File: src/rtl/drat_pkg.sv
// Shared constants, types and widths for the dual rolling average block.
package drat_pkg;

    localparam int WINDOW_DEPTH = 16;
    localparam int SAMPLE_W     = 12;
    localparam int SLOT_W       = (WINDOW_DEPTH > 1) ? $clog2(WINDOW_DEPTH) : 1;
    localparam int COUNT_W      = $clog2(WINDOW_DEPTH + 1);
    localparam int TOTAL_W      = $clog2(WINDOW_DEPTH * ((1 << SAMPLE_W) - 1) + 1);
    localparam int STEP_W       = $clog2(TOTAL_W + 1);
    localparam int INDEX_W      = 1;

    localparam logic [SAMPLE_W-1:0] THRESHOLD_RESET = SAMPLE_W'(1300);

    typedef enum logic [INDEX_W-1:0] {
        REG_BRAKE_THRESHOLD = 1'b0,
        REG_TANK_THRESHOLD  = 1'b1
    } reg_index_t;

    typedef struct packed {
        logic [SAMPLE_W-1:0] brake_sample;
        logic [SAMPLE_W-1:0] tank_sample;
    } sample_pair_t;

    // Head of the queue as seen by the back end
    typedef struct packed {
        logic         valid;
        sample_pair_t item;
    } queue_head_t;

    typedef struct packed {
        logic [SAMPLE_W-1:0] brake;
        logic [SAMPLE_W-1:0] tank;
    } thresholds_t;

endpackage

File: src/rtl/drat_channels.sv
// Valid/ready channel interfaces for sample pairs and average results.
interface drat_sample_if
    import drat_pkg::*;
();
    logic                valid;
    logic                ready;
    logic [SAMPLE_W-1:0] brake_sample;
    logic [SAMPLE_W-1:0] tank_sample;

    modport source (output valid, output brake_sample, output tank_sample, input ready);
    modport sink   (input valid, input brake_sample, input tank_sample, output ready);
endinterface

interface drat_average_if
    import drat_pkg::*;
();
    logic                valid;
    logic                ready;
    logic [SAMPLE_W-1:0] brake_average;
    logic [SAMPLE_W-1:0] tank_average;
    logic                level_error;

    modport source (output valid, output brake_average, output tank_average,
                    output level_error, input ready);
    modport sink   (input valid, input brake_average, input tank_average,
                    input level_error, output ready);
endinterface

File: src/rtl/drat_front.sv
// Front end: accept sample beats into a two-entry queue.
module drat_front
    import drat_pkg::*;
(
    input  logic                clk,
    input  logic                rst_n,
    drat_sample_if.sink         samples,
    input  logic                pop,
    output queue_head_t         head
);

    logic         [1:0] count_reg;
    logic               wr_ptr_reg;
    logic               rd_ptr_reg;
    sample_pair_t       entry_reg [2];
    logic               push;

    assign samples.ready = (count_reg != 2'd2);
    assign push          = samples.valid && samples.ready;

    assign head.valid = (count_reg != 2'd0);
    assign head.item  = entry_reg[rd_ptr_reg];

    // hold entries until popped
    always_ff @(posedge clk)
    begin
        if (push)
        begin
            entry_reg[wr_ptr_reg].brake_sample <= samples.brake_sample;
            entry_reg[wr_ptr_reg].tank_sample  <= samples.tank_sample;
        end
    end

    always_ff @(posedge clk or negedge rst_n)
    begin
        if (!rst_n)
        begin
            count_reg  <= 2'd0;
            wr_ptr_reg <= 1'b0;
            rd_ptr_reg <= 1'b0;
        end
        else
        begin
            if (push)
                wr_ptr_reg <= ~wr_ptr_reg;
            if (pop)
                rd_ptr_reg <= ~rd_ptr_reg;
            count_reg <= count_reg + 2'(push) - 2'(pop);
        end
    end

endmodule

File: src/rtl/drat_back.sv
// Back end: window histories, running totals, shared serial divider, result register.
module drat_back
    import drat_pkg::*;
(
    input  logic                clk,
    input  logic                rst_n,
    input  queue_head_t         head,
    output logic                pop,
    input  thresholds_t         thresholds,
    drat_average_if.source      averages
);

    typedef enum logic [1:0] {
        ST_IDLE,
        ST_UPDATE,
        ST_DIVIDE,
        ST_DELIVER
    } state_t;

    state_t              state_reg;
    logic [SLOT_W-1:0]   slot_reg;
    logic [COUNT_W-1:0]  filled_reg;
    logic [TOTAL_W-1:0]  brake_total_reg;
    logic [TOTAL_W-1:0]  tank_total_reg;
    logic [SAMPLE_W-1:0] brake_in_reg;
    logic [SAMPLE_W-1:0] tank_in_reg;
    logic [SAMPLE_W-1:0] brake_old_reg;
    logic [SAMPLE_W-1:0] tank_old_reg;
    logic [COUNT_W-1:0]  rem_reg;
    logic [TOTAL_W-1:0]  quo_reg;
    logic [STEP_W-1:0]   step_reg;
    logic                chan_reg;
    logic [SAMPLE_W-1:0] brake_avg_reg;
    logic [SAMPLE_W-1:0] tank_avg_reg;
    logic                out_valid_reg;
    logic [SAMPLE_W-1:0] out_brake_reg;
    logic [SAMPLE_W-1:0] out_tank_reg;
    logic                out_error_reg;

    logic [SAMPLE_W-1:0] brake_mem [WINDOW_DEPTH];
    logic [SAMPLE_W-1:0] tank_mem  [WINDOW_DEPTH];

    logic                window_full;
    logic [TOTAL_W-1:0]  brake_total_next;
    logic [TOTAL_W-1:0]  tank_total_next;
    logic [COUNT_W-1:0]  filled_next;
    logic [SLOT_W-1:0]   slot_next;
    logic [COUNT_W:0]    shifted;
    logic [COUNT_W:0]    diff;
    logic                fits;
    logic [COUNT_W-1:0]  rem_step;
    logic [TOTAL_W-1:0]  quo_step;
    logic                last_step;
    logic                out_free;

    assign window_full = (filled_reg == COUNT_W'(WINDOW_DEPTH));
    assign brake_total_next = brake_total_reg
                              - (window_full ? TOTAL_W'(brake_old_reg) : TOTAL_W'(0))
                              + TOTAL_W'(brake_in_reg);
    assign tank_total_next  = tank_total_reg
                              - (window_full ? TOTAL_W'(tank_old_reg) : TOTAL_W'(0))
                              + TOTAL_W'(tank_in_reg);
    assign filled_next = window_full ? filled_reg : filled_reg + COUNT_W'(1);
    assign slot_next   = (slot_reg == SLOT_W'(WINDOW_DEPTH - 1)) ? SLOT_W'(0)
                                                                 : slot_reg + SLOT_W'(1);

    // one restoring division step per cycle
    assign shifted   = {rem_reg, quo_reg[TOTAL_W-1]};
    assign diff      = shifted - {1'b0, filled_reg};
    assign fits      = (shifted >= {1'b0, filled_reg});
    assign rem_step  = fits ? diff[COUNT_W-1:0] : shifted[COUNT_W-1:0];
    assign quo_step  = {quo_reg[TOTAL_W-2:0], fits};
    assign last_step = (step_reg == STEP_W'(TOTAL_W - 1));

    assign out_free = !out_valid_reg || averages.ready;
    assign pop      = (state_reg == ST_IDLE) && head.valid;

    assign averages.valid         = out_valid_reg;
    assign averages.brake_average = out_brake_reg;
    assign averages.tank_average  = out_tank_reg;
    assign averages.level_error   = out_error_reg;

    // history read on pop, write on update
    always_ff @(posedge clk)
    begin
        if (pop)
        begin
            brake_old_reg <= brake_mem[slot_reg];
            tank_old_reg  <= tank_mem[slot_reg];
        end
        if (state_reg == ST_UPDATE)
        begin
            brake_mem[slot_reg] <= brake_in_reg;
            tank_mem[slot_reg]  <= tank_in_reg;
        end
    end

    always_ff @(posedge clk or negedge rst_n)
    begin
        if (!rst_n)
        begin
            state_reg       <= ST_IDLE;
            slot_reg        <= '0;
            filled_reg      <= '0;
            brake_total_reg <= '0;
            tank_total_reg  <= '0;
            brake_in_reg    <= '0;
            tank_in_reg     <= '0;
            rem_reg         <= '0;
            quo_reg         <= '0;
            step_reg        <= '0;
            chan_reg        <= 1'b0;
            brake_avg_reg   <= '0;
            tank_avg_reg    <= '0;
            out_valid_reg   <= 1'b0;
            out_brake_reg   <= '0;
            out_tank_reg    <= '0;
            out_error_reg   <= 1'b0;
        end
        else
        begin
            // drop the result once taken, unless a new one is loaded this cycle
            if (out_valid_reg && averages.ready && (state_reg != ST_DELIVER))
                out_valid_reg <= 1'b0;

            case (state_reg)
                ST_IDLE:
                begin
                    if (head.valid)
                    begin
                        brake_in_reg <= head.item.brake_sample;
                        tank_in_reg  <= head.item.tank_sample;
                        state_reg    <= ST_UPDATE;
                    end
                end
                ST_UPDATE:
                begin
                    brake_total_reg <= brake_total_next;
                    tank_total_reg  <= tank_total_next;
                    filled_reg      <= filled_next;
                    slot_reg        <= slot_next;
                    rem_reg         <= '0;
                    quo_reg         <= brake_total_next;
                    step_reg        <= '0;
                    chan_reg        <= 1'b0;
                    state_reg       <= ST_DIVIDE;
                end
                ST_DIVIDE:
                begin
                    if (last_step)
                    begin
                        if (!chan_reg)
                        begin
                            brake_avg_reg <= quo_step[SAMPLE_W-1:0];
                            rem_reg       <= '0;
                            quo_reg       <= tank_total_reg;
                            step_reg      <= '0;
                            chan_reg      <= 1'b1;
                        end
                        else
                        begin
                            tank_avg_reg <= quo_step[SAMPLE_W-1:0];
                            state_reg    <= ST_DELIVER;
                        end
                    end
                    else
                    begin
                        rem_reg  <= rem_step;
                        quo_reg  <= quo_step;
                        step_reg <= step_reg + STEP_W'(1);
                    end
                end
                ST_DELIVER:
                begin
                    if (out_free)
                    begin
                        out_valid_reg <= 1'b1;
                        out_brake_reg <= brake_avg_reg;
                        out_tank_reg  <= tank_avg_reg;
                        out_error_reg <= (brake_avg_reg < thresholds.brake)
                                         || (tank_avg_reg < thresholds.tank);
                        state_reg     <= ST_IDLE;
                    end
                end
                default:
                begin
                    state_reg <= ST_IDLE;
                end
            endcase
        end
    end

endmodule

File: src/rtl/dual_rolling_average_threshold.sv
// Top level of the dual rolling average with low-level threshold flag.
//
// Use: each beat on the samples channel carries one brake and one tank
// pressure reading (12 bit each). Each beat gives exactly one beat on the
// averages channel: the truncated mean of each channel over the last
// WINDOW_DEPTH readings (fewer while the window fills) and level_error,
// set when either mean is below its threshold.
// Thresholds are written through wr_en / wr_index / wr_data; the user must
// write them only while idle, as the block does not enforce it. Index 0 is
// the brake threshold, index 1 the tank threshold, both reset to 1300.
// Sequence: after acceptance a beat reaches the queue head, where the history
// is read as it is popped, then the totals are updated, then a single
// restoring divider runs TOTAL_W steps per channel, and last the output
// register is loaded once it is free.
// The shared divider works on one beat at a time: the back end takes no new
// beat from the queue until the last result is loaded.
// Stalls: a result waits in the output register while the back end already
// starts the next beat; the two-entry queue keeps taking beats until full.
// Reset: totals, fill count, slot pointer and queue clear; history contents
// are don't-care and are never used before being written.
module dual_rolling_average_threshold
    import drat_pkg::*;
(
    input  logic                clk,
    input  logic                rst_n,
    drat_sample_if.sink         samples,
    drat_average_if.source      averages,
    input  logic                wr_en,
    input  logic [INDEX_W-1:0]  wr_index,
    input  logic [SAMPLE_W-1:0] wr_data
);

    thresholds_t thresholds_reg;
    queue_head_t head;
    logic        pop;

    // threshold registers
    always_ff @(posedge clk or negedge rst_n)
    begin
        if (!rst_n)
        begin
            thresholds_reg.brake <= THRESHOLD_RESET;
            thresholds_reg.tank  <= THRESHOLD_RESET;
        end
        else if (wr_en)
        begin
            case (reg_index_t'(wr_index))
                REG_BRAKE_THRESHOLD: thresholds_reg.brake <= wr_data;
                REG_TANK_THRESHOLD:  thresholds_reg.tank  <= wr_data;
                default:             thresholds_reg       <= thresholds_reg;
            endcase
        end
    end

    drat_front u_front (
        .clk     (clk),
        .rst_n   (rst_n),
        .samples (samples),
        .pop     (pop),
        .head    (head)
    );

    drat_back u_back (
        .clk        (clk),
        .rst_n      (rst_n),
        .head       (head),
        .pop        (pop),
        .thresholds (thresholds_reg),
        .averages   (averages)
    );

endmodule
File: src/flat_wrapper.sv
// flat-port wrapper written by rule: the top's interface ports become plain ports
module dual_rolling_average_threshold_flat import drat_pkg::*;
  (clk, rst_n, wr_en, wr_index, wr_data, samples_valid, samples_brake_sample, samples_tank_sample, samples_ready, averages_valid, averages_brake_average, averages_tank_average, averages_level_error, averages_ready);
  drat_sample_if samples_i ();
  drat_average_if averages_i ();
  input  logic clk;
  input  logic rst_n;
  input  logic wr_en;
  input  logic [INDEX_W-1:0] wr_index;
  input  logic [SAMPLE_W-1:0] wr_data;
  input wire logic [$bits(samples_i.valid)-1:0] samples_valid;
  input wire logic [$bits(samples_i.brake_sample)-1:0] samples_brake_sample;
  input wire logic [$bits(samples_i.tank_sample)-1:0] samples_tank_sample;
  output wire logic [$bits(samples_i.ready)-1:0] samples_ready;
  output wire logic [$bits(averages_i.valid)-1:0] averages_valid;
  output wire logic [$bits(averages_i.brake_average)-1:0] averages_brake_average;
  output wire logic [$bits(averages_i.tank_average)-1:0] averages_tank_average;
  output wire logic [$bits(averages_i.level_error)-1:0] averages_level_error;
  input wire logic [$bits(averages_i.ready)-1:0] averages_ready;
  assign samples_i.valid = samples_valid;
  assign samples_i.brake_sample = samples_brake_sample;
  assign samples_i.tank_sample = samples_tank_sample;
  assign samples_ready = samples_i.ready;
  assign averages_valid = averages_i.valid;
  assign averages_brake_average = averages_i.brake_average;
  assign averages_tank_average = averages_i.tank_average;
  assign averages_level_error = averages_i.level_error;
  assign averages_i.ready = averages_ready;
  dual_rolling_average_threshold u_core (.clk(clk), .rst_n(rst_n), .samples(samples_i), .averages(averages_i), .wr_en(wr_en), .wr_index(wr_index), .wr_data(wr_data));
endmodule
File: config.mk
export PLATFORM = sky130hd
export DESIGN_NAME = dual_rolling_average_threshold_flat
export DESIGN_NICKNAME = d
export VERILOG_FILES = /design/src/rtl/drat_pkg.sv /design/src/rtl/drat_channels.sv /design/src/rtl/drat_front.sv /design/src/rtl/drat_back.sv /design/src/rtl/dual_rolling_average_threshold.sv /design/src/flat_wrapper.sv
export SDC_FILE = /design/constraint.sdc
export NUM_CORES = 1
export LEC_CHECK = 0
export BUFFER_PORTS_ARGS = -buffer_cell sky130_fd_sc_hd__buf_2
export CAP_MARGIN = 20
export CORE_ASPECT_RATIO = 1.75
export CORE_MARGIN = 5
export CORE_UTILIZATION = 30
export CTS_BUF_LIST = sky130_fd_sc_hd__clkbuf_4
export CTS_CLUSTER_SIZE = 24
export DETAILED_ROUTE_END_ITERATION = 16
export GPL_ROUTABILITY_DRIVEN = 1
export PLACE_DENSITY_LB_ADDON = 0.25
export SYNTH_ARGS = -nofsm -noshare
export SYNTH_HDL_FRONTEND = slang
export SYNTH_HIERARCHICAL = 1
export SYNTH_SLANG_ARGS = --single-unit
File: constraint.sdc
create_clock -name clk -period 3.9 [get_ports clk]
set_input_delay 0 -clock clk [delete_from_list [all_inputs] [get_ports clk]]
set_output_delay 0 -clock clk [all_outputs]
set_load 0.02 [all_outputs]
# Yosys cells after proc, flatten, opt, wreduce, memory -nomap -nowiden
# Memory sizes are Yosys's and may differ from the RTL's. A register that Yosys moved wholly into a read port is not among the register bits.
# Cells that the tools add are included.
[totals]
regBits = 148
ramBits = 432
out_inout_bits = 27
memories = 3
[classes]
addsub = 10
n_lt_le_gt_ge = 3
eq_ne = 13
n_mux = 26
bitwise = 5
reduce_logical = 21
[memory_table]
columns = ["memory", "depth", "word_bits", "read_ports", "rd_clocked_by_memory_dff", "wr", "line", "rtl"]
rows = [
  ["u_core.u_back.brake_mem", 16, 12, 1, 1, 1, "drat_back.sv:40", "logic [SAMPLE_W-1:0] brake_mem [WINDOW_DEPTH];"],
  ["u_core.u_back.tank_mem", 16, 12, 1, 1, 1, "drat_back.sv:41", "logic [SAMPLE_W-1:0] tank_mem [WINDOW_DEPTH];"],
  ["u_core.u_front.entry_reg", 2, 24, 1, 1, 1, "drat_front.sv:15", "sample_pair_t entry_reg [2];"],
]
[ops]
columns = ["op", "count"]
rows = [
  ["adder 16 x 12 -> 16 bit", 2],
  ["two-way mux 16 bit", 2],
  ["one-hot mux 16 bit (2 select lines)", 1],
  ["subtractor 16 x 12 -> 16 bit", 2],
  ["less-than comparator 12 bit", 2],
  ["two-way mux 12 bit", 2],
  ["two-way mux 5 bit", 4],
  ["one-hot mux 5 bit (2 select lines)", 2],
  ["AND reduction 2 bit", 7],
  ["!= test 2 bit (second input constant)", 6],
  ["adder 5 x 1 -> 5 bit (second input constant)", 2],
  ["two-way mux 1 bit", 8],
  ["two-way mux 2 bit", 4],
  ["one-hot mux 2 bit (4 select lines)", 1],
  ["greater-or-equal comparator 6 x 5 -> 1 bit", 1],
  ["AND reduction 3 bit", 2],
  ["== test 5 x 4 -> 1 bit (second input constant)", 1],
  ["== test 5 bit (second input constant)", 1],
  ["NOT 1 bit", 5],
  ["subtractor 5 bit", 1],
  ["adder 4 x 1 -> 4 bit (second input constant)", 1],
  ["== test 2 bit (second input constant)", 2],
  ["== test 4 bit (second input constant)", 1],
  ["logical AND 1 bit", 4],
  ["other kinds (11)", 14],
]

# Longest topological paths before layout
# Gate-level depths: netlist of run 1.
[depth]
word_depth = 5
depth_mapped = 17
mapped_depth_nobuf = 17

# Hierarchy
# The synthesis of run 1 kept the hierarchy.
[by_module_without_submodules]
columns = ["module", "instances", "cells_each", "area_per_inst_um2"]
rows = [
  ["drat_back", 1, 1519, 24184.4],
  ["drat_front", 1, 92, 2021.9],
  ["dual_rolling_average_threshold", 1, 52, 963.4],
]

# Least setup slack after synthesis of run 1
# Ideal clock, no wire load.
[synth_path]
path_kind = "register to register"
startpoint = "register u_core.u_back.filled_reg[1]"
endpoint = "register u_core.u_back.quo_reg[15]"
setup_time_ns = 0.094
arrival_ns = 3.811
required_ns = 3.806
path_slack_ns = -0.005
stages_incl_launch_ff = 17
path_cell_list = "dfrtp_1 -> inv_1 -> ha_1 -> nand2_1 -> nor3_1 -> clkbuf_1 -> and2_1 -> fa_1 -> inv_1 -> ha_1 -> a21o_1 -> a21oi_1 -> o21ai_1 -> a221o_1 -> a211oi_1 -> mux2_2 -> a211oi_1"
[synth_via]
elab_chain_len = 5
[synth_lines]
columns = ["element", "line", "rtl"]
rows = [
  ["start, declared", "drat_back.sv:22", "logic [COUNT_W-1:0] filled_reg;"],
  ["start signal, assigned", "drat_back.sv:140", "filled_reg <= filled_next;"],
  ["== test 5 bit", "drat_back.sv:56", "assign window_full = (filled_reg == COUNT_W'(WINDOW_DEPTH));"],
  ["two-way mux 12 bit", "drat_back.sv:58", "- (window_full ? TOTAL_W'(brake_old_reg) : TOTAL_W'(0))"],
  ["subtractor 16 x 12 -> 16 bit", "drat_back.sv:58", ""],
  ["adder 16 x 12 -> 16 bit", "drat_back.sv:59", "+ TOTAL_W'(brake_in_reg);"],
  ["one-hot mux 16 bit (2 select lines)", "drat_back.sv:126", "case (state_reg)"],
  ["end signal, assigned", "drat_back.sv:143", "quo_reg <= brake_total_next;"],
  ["end signal, assigned", "drat_back.sv:156", "quo_reg <= tank_total_reg;"],
  ["end signal, assigned", "drat_back.sv:169", "quo_reg <= quo_step;"],
  ["end, declared", "drat_back.sv:30", "logic [TOTAL_W-1:0] quo_reg;"],
]
# Every way passes these cells.
# A chain may end at the register's enable or synchronous reset.

# Worst setup path after layout of run 1
[layout_path]
startpoint = "register u_core.u_back.filled_reg[1]"
endpoint = "register u_core.u_back.tank_total_reg[15]"
[layout_via]
elab_chain_len = 4
[layout_lines]
columns = ["element", "line", "rtl"]
rows = [
  ["== test 5 bit", "drat_back.sv:56", ""],
  ["two-way mux 12 bit", "drat_back.sv:61", "- (window_full ? TOTAL_W'(tank_old_reg) : TOTAL_W'(0))"],
  ["subtractor 16 x 12 -> 16 bit", "drat_back.sv:61", ""],
  ["adder 16 x 12 -> 16 bit", "drat_back.sv:62", "+ TOTAL_W'(tank_in_reg);"],
  ["end signal, assigned", "drat_back.sv:139", "tank_total_reg <= tank_total_next;"],
  ["end, declared", "drat_back.sv:24", "logic [TOTAL_W-1:0] tank_total_reg;"],
]
# Every way passes these cells.

==> results.sh, run 1 <==
export IMPL_status="finished clean"
export IMPL_swShare=0.367
export IMPL_die_height_um=408
export IMPL_fin_crit_sh=0.956
export IMPL_whs_ps=210
export IMPL_drv_slew=0
export IMPL_cap_violations=0
export IMPL_worst_pin_slew_ps=1050
export IMPL_hold_path_class="in -> async"
export IMPL_cts_made_buffers=150
export IMPL_grt_total_usage=0.137
export IMPL_num_rows=146
export IMPL_clock_skew_ps=58.2
export IMPL_required_ps=4730
export IMPL_internal_power_mw=16.7
export IMPL_drc=0
export IMPL_dp_cells=2925
export IMPL_num_vias=15280
export IMPL_synth_seq_area_share=0.663
export IMPL_antenna_found_initial=2
export IMPL_clockBufferDepth=3
export IMPL_switchingPower_mw=9.68
export IMPL_finalSetupViolCount=0
export IMPL_clkTransAtPathRegs_ps=70
export IMPL_post_cts_setup_buffers=0
export IMPL_fin_cells=3291
export IMPL_timing_fmax_mhz=268
export IMPL_start_util=0.301
export IMPL_via_per_inst=4.64
export IMPL_synth_most_common_cell="edfxtp_1"
export IMPL_die_w_um=237
export IMPL_synth_edf_count=456
export IMPL_power_frac_comb=0.413
export IMPL_synth_ff_type="edfxtp_1"
export IMPL_cts_tree="yes"
export IMPL_synth_seq_cells=628
export IMPL_p_clk_frac=0.214
export IMPL_power_total_mw=26.4
export IMPL_io_buffers=68
export IMPL_h_tree_depth=4
export IMPL_fin_crit_ps=3730
export IMPL_hold_viol=0
export IMPL_drive_gt1_frac=0.308
export IMPL_avgSynthCellArea_um2=16.3
export IMPL_netlist_area_um2=27200
export IMPL_clock_latency_ps=960
export IMPL_crit_path_end_kind="flop"
export IMPL_syn_inst=1663
export IMPL_ant_nets=0
export IMPL_finish_net_count=2119
export IMPL_worstPathMaxFanout=15
export IMPL_areaGrowthSynthToFinish_pct=19.2
export IMPL_place_hpwl_um=43800
export IMPL_gp_congestion=0.828
export IMPL_cts_root_buf="clkbuf_4"
export IMPL_synthArstFlopShare=0.274
export IMPL_synth_warnings=6
export IMPL_post_synth_num_cell_types=69
export IMPL_pwr_density_cell_nw_per_um2=815
export IMPL_grt_pass1_vias=16979
export IMPL_worstSetupStartpointType="flop"
export IMPL_grt_remaining_overflow=0
export IMPL_yosysTopAreaCellShare=0.504
export IMPL_grt_max_degree=84
export IMPL_nFillCells=8645
export IMPL_die_area_um2=96900
export IMPL_routed_wirelength_um=65900
export IMPL_first_iter_violations=834
export IMPL_relSlewSlack=0.300
export IMPL_grt_pass1_wl_um=101000
export IMPL_synth_nets=1802
export IMPL_p_leak_nw=12.6
export IMPL_crit_arrival_ps=4560
export IMPL_ios=69
export IMPL_seqPwrFrac=0.374
export IMPL_cts_sinks=628
export IMPL_synth_area_leaders="edfxtp_1 50%, dfrtp_1 15%, mux4_2 9.9%, ha_1 3.3%, mux2_2 2.8%"
export IMPL_wl_per_cell_um=20.0
export IMPL_yosys_area_top_type="edfxtp_1"
export IMPL_synthTopCellsByCount="456 x edfxtp_1, 164 x dfrtp_1, 142 x inv_1"
export IMPL_max_vdd_ir_drop_mv=0.512
export IMPL_dr_pass1_iters=5
export IMPL_setup_worst_path_class="reg -> reg"
export IMPL_core_um2=90200
-- metal layers --
metal / global-route usage / share of wire / wire, um
met4: 0.0551 / 0.027 / 1790
met5: 0 / 0 / 0
met3: 0.0257 / 0.033 / 2170
met2: 0.265 / 0.58 / 38000
met1: 0.143 / 0.36 / 24000
-- per-stage QoR --
stage	util	instance area, um2	setup WS [ps]	TNS, ps
after floorplan	-	27200	127	0
after global placement	0.326	29400	111	0
after detailed placement	0.326	29400	52.8	0
after CTS	0.358	32300	18.0	0
after global routing	0.359	32400	-0.373	-0.373
final	0.359	32400	173	0
-- worst max-delay path, cell delays in order (launching register included) --
cell	delay (ps)
dfrtp_1	340
inv_1	60
ha_1	170
nand2_1	70
nor3_2	40
buf_6	150
buf_8	140
and2_1	170
fa_1	480
inv_1	40
ha_1	320
and2_4	180
a221o_1	370
a31oi_2	200
o21ai_2	110
a2111o_1	450
a21oi_2	160
xor2_1	160
-- kinds of logic after synthesis --
group                    Yosys count  synth area share
flip-flops                       628             0.663
AND/OR/NAND/NOR                  249            0.0451
multiplexers                     233             0.150
buffers and inverters            211            0.0312
AO/OA/AOI/OAI                    210            0.0483
adder cells (fa/ha/maj)           97            0.0516
XOR/XNOR                          35            0.0113
-- layout by cell type, fill, tap and decap left out, types with 29 or more instances in the layout --
cell type and instances:
a21oi_1 40, and2_1 37, buf_2 67, buf_4 68
clkbuf_4 228, clkinv_1 33, dfrtp_1 160, dlygate4sd3_1 86
edfxtp_1 456, ha_1 70, inv_1 141, mux2_2 68
mux2_4 29, mux4_2 120, nand2_1 102, nor2_1 32
o21ai_0 81
-- path summary, 6_finish.rpt --
| path | slack [ps] | end | cells after the start | start |
|---|---|---|---|---|
| setup / recovery | 170 | u_core/u_back/tank_total_reg[15]$_DFFE_PN0P_ | 17 | u_core/u_back/filled_reg[1]$_DFFE_PN0P_ |
| hold / removal | 210 | u_core/thresholds_reg[20]$_DFFE_PN1P_ | 3 | rst_n |
| setup reg to reg | 170 | u_core/u_back/tank_total_reg[15]$_DFFE_PN0P_ | 17 | u_core/u_back/filled_reg[1]$_DFFE_PN0P_ |
| hold reg to reg | 500 | u_core/u_back/averages.tank_average[8]$_DFFE_PN0P_ | 1 | u_core/u_back/averages.tank_average[8]$_DFFE_PN0P_ |
| max in group asynchronous | 3140 | u_core/u_back/slot_reg[0]$_DFFE_PN0P_ | 4 | rst_n |
| min in group clk | 300 | u_core/u_front/entry_reg[1][9]$_DFFE_PP_ | 3 | samples_tank_sample[9] |
-- power by group through the flow --
stage,clock [mW],combinational (mW),sequential [mW]
floorplan,0,7.56,9.71
global placement,0,10.7,9.98
detailed placement,0,10.9,10.0
CTS,5.91,11.0,9.88
global route,6.22,12.0,10.0
finish,5.64,10.9,9.87
-- cell type report --
| cell class | count | area (um2) | area share |
|---|---|---|---|
| antenna | 3 | 7.51 | 0.000232 |
| clock buffer | 228 | 1710 | 0.0528 |
| inverter | 143 | 537 | 0.0166 |
| tap | 1184 | 1480 | 0.0457 |
| clock inverter | 48 | 328 | 0.0101 |
| multi-input combinational | 824 | 8380 | 0.259 |
| sequential | 628 | 18000 | 0.556 |
| timing repair buffer | 233 | 1930 | 0.0597 |
-- repair_timing --
item	in CTS	in global routing
hold buffers	87	0
setup endpoints to repair	0	6
hold endpoints to repair	323	0
gates resized for setup	0	7
No activity file was read; power rests on OpenSTA's default activity.
==> run 2: changes to the inputs <==
CORE_UTILIZATION = 45   (was 30)
==> run 2 against run 1 <==
Net effect:
- utilization increased by 17 points
- combinational power down 4%
- die area decreased by 32%
- first-iteration DRC count down 5.9%
- maximum frequency grew 1.7%
- clock power shrank 9.0%
- sequential power about the same
- count of clock-buffer cells in the layout decreased by 34
- worst hold slack lost 79 ps
==> results.sh, run 2 (synthesis gave the netlist of run 1 again) <==
export IMPL_power_total_mw=25.7
export IMPL_max_vdd_ir_drop_mv=0.363
export IMPL_crit_path_end_kind="flop"
export IMPL_switchingPower_mw=9.35
export IMPL_io_buffers=68
export IMPL_hp_start="samples_valid"
export IMPL_worstHoldPathCells=5
export IMPL_seqPwrFrac=0.392
export IMPL_swShare=0.364
export IMPL_power_frac_comb=0.408
export IMPL_cts_sinks=628
export IMPL_hold_viol=0
export IMPL_num_rows=119
export IMPL_cts_tree="yes"
export IMPL_p_clk_frac=0.200
export IMPL_relSlewSlack=0.279
export IMPL_slowest_delay_ps=430
export IMPL_wl_per_cell_um=21.5
export IMPL_die_height_um=335
export IMPL_fin_crit_sh=0.940
export IMPL_num_vias=15093
export IMPL_whs_ps=131
export IMPL_cpMaxStageDelayCell="a2111o_1"
export IMPL_grt_pass1_vias=16493
export IMPL_status="finished clean"
export IMPL_die_w_um=196
export IMPL_ant_nets=0
export IMPL_start_util=0.453
export IMPL_timing_fmax_mhz=273
export IMPL_via_per_inst=5.31
export IMPL_die_area_um2=65600
export IMPL_rsz0062_at_grt="no"
export IMPL_drc=0
export IMPL_cap_violations=0
export IMPL_grt_max_degree=85
export IMPL_worstSetupStartpointType="flop"
export IMPL_finalSetupViolCount=0
export IMPL_routed_wirelength_um=61100
export IMPL_critPathLaunch="u_core/u_back/filled_reg[1]$_DFFE_PN0P_"
export IMPL_layout_cells_most_common="edfxtp_1"
export IMPL_ios=69
export IMPL_core_um2=60000
export IMPL_final_setup_tns_ps=0
export IMPL_setup_worst_path_class="reg -> reg"
export IMPL_place_hpwl_um=41500
export IMPL_grt_total_usage=0.190
export IMPL_grt_remaining_overflow=0
export IMPL_finish_net_count=2089
export IMPL_clock_skew_ps=70.7
export IMPL_pwr_density_cell_nw_per_um2=815
export IMPL_nFillCells=4889
export IMPL_dr_pass1_iters=5
export IMPL_clock_latency_ps=890
export IMPL_drv_slew=0
export IMPL_mostFrequentLayoutCells="456 x edfxtp_1, 194 x clkbuf_4, 160 x dfrtp_1"
export IMPL_clockBufferDepth=3
export IMPL_fin_crit_ps=3670
export IMPL_cts_made_buffers=141
export IMPL_cp_cell_sequence="inv_1 > ha_1 > nand2_1 > nor3_4 > buf_12 > and2_1 > fa_1 > inv_1 > ha_1 > and2_4 > a221o_1 > a31oi_2 > o21ai_2 > a2111o_1 > a21oi_2 > xor2_1"
export IMPL_hold_path_class="in -> reg"
export IMPL_h_tree_depth=4
export IMPL_grt_pass1_wl_um=94600
export IMPL_first_iter_violations=785
export IMPL_clkTransAtPathRegs_ps=80
export IMPL_worstPathMaxFanout=26
export IMPL_gp_congestion=0.876
export IMPL_drive_gt1_frac=0.290
export IMPL_worstReg2RegStart="u_core/u_back/filled_reg[1]$_DFFE_PN0P_"
export IMPL_cts_root_buf="clkbuf_4"
export IMPL_antenna_found_initial=2
export IMPL_p_leak_nw=12.3
export IMPL_required_ps=4690
export IMPL_internal_power_mw=16.3
export IMPL_areaGrowthSynthToFinish_pct=15.9
export IMPL_crit_arrival_ps=4450
export IMPL_worst_pin_slew_ps=1080
export IMPL_worst_r2r_cell_count=16
[run 2: changes by cell type in the layout (fill, tap and decap cells not counted), moves of 2 or more]
cell,change
buf_4,-15
clkbuf_4,-34
clkinv_1,+5
clkinv_2,+6
clkinv_4,-2
dlygate4sd3_1,-4
inv_6,-4
[run 2: power by group through the flow]
| stage | Combinational, mW | Sequential (mW) | Clock, mW |
|---|---|---|---|
| after floorplan | 7.56 | 9.71 | 0 |
| after global placement | 10.2 | 10.1 | 0 |
| after detailed placement | 10.4 | 10.2 | 0 |
| after CTS | 10.5 | 10.1 | 5.33 |
| after global routing | 11.5 | 10.2 | 5.68 |
| final | 10.5 | 10.1 | 5.13 |
[run 2: through the flow]
step           worst slack, ps  cell area, um2  cells   util
2_1_floorplan              127           27200   1663      -
3_3_place_gp               153           28800   2510  0.480
3_5_place_dp               121           28800   2510  0.480
4_1_cts                    146           31500   2842  0.524
5_1_grt                   3.84           31500   2845  0.525
6_report                   234           31500   2845  0.525
[run 2: final cells by class]
cell class | count | area (um2) | area share
Clock inverter | 55 | 358 | 0.0114
Clock buffer | 194 | 1460 | 0.0462
Multi-Input combinational cell | 824 | 8380 | 0.266
Antenna cell | 3 | 7.51 | 0.000238
Sequential cell | 628 | 18000 | 0.572
Inverter | 143 | 537 | 0.0170
Tap cell | 786 | 983 | 0.0312
Timing Repair Buffer | 212 | 1760 | 0.0557
[run 2: worst max-delay path: cells and delay by family (launching register included)]
| kind | cells | cell delay [ps] |
|---|---|---|
| adders and majority gates | 3 | 830 |
| xor gates and xnor gates | 1 | 150 |
| and+or+nand+nor | 4 | 600 |
| buffers and inverters | 3 | 330 |
| DFF | 1 | 380 |
| AOI/OAI and AO/OA | 5 | 1300 |
[run 2: timing repair]
| item | 4_1_cts | 5_1_grt |
|---|---|---|
| gates resized for setup | 0 | 5 |
| setup buffers | 0 | 0 |
| endpoints found under the setup margin | 0 | 4 |
| hold endpoints to repair | 319 | 0 |
| hold buffers | 83 | 0 |
[run 2: metal layers]
layer | wire length [um] | part of all wire | vias up | GRT usage
li1 | - | - | 6894 | -
met1 | 20700 | 0.34 | 7710 | 0.195
met2 | 36000 | 0.59 | 378 | 0.375
met3 | 2350 | 0.038 | 111 | 0.0307
met4 | 2050 | 0.034 | 0 | 0.0777
met5 | 0 | 0 | - | 0
[run 2: final timing paths]
check	slack, ps	endpoint
worst max-delay path	230	u_core/u_back/tank_total_reg[15]$_DFFE_PN0P_
worst min-delay path	130	u_core/u_front/count_reg[1]$_DFF_PN0_
max in group asynchronous	3100	u_core/thresholds_reg[14]$_DFFE_PN1P_
min in group asynchronous	260	u_core/thresholds_reg[8]$_DFFE_PN1P_
worst max register to register	230	u_core/u_back/tank_total_reg[15]$_DFFE_PN0P_
worst min register to register	490	u_core/u_back/rem_reg[4]$_DFFE_PN0P_
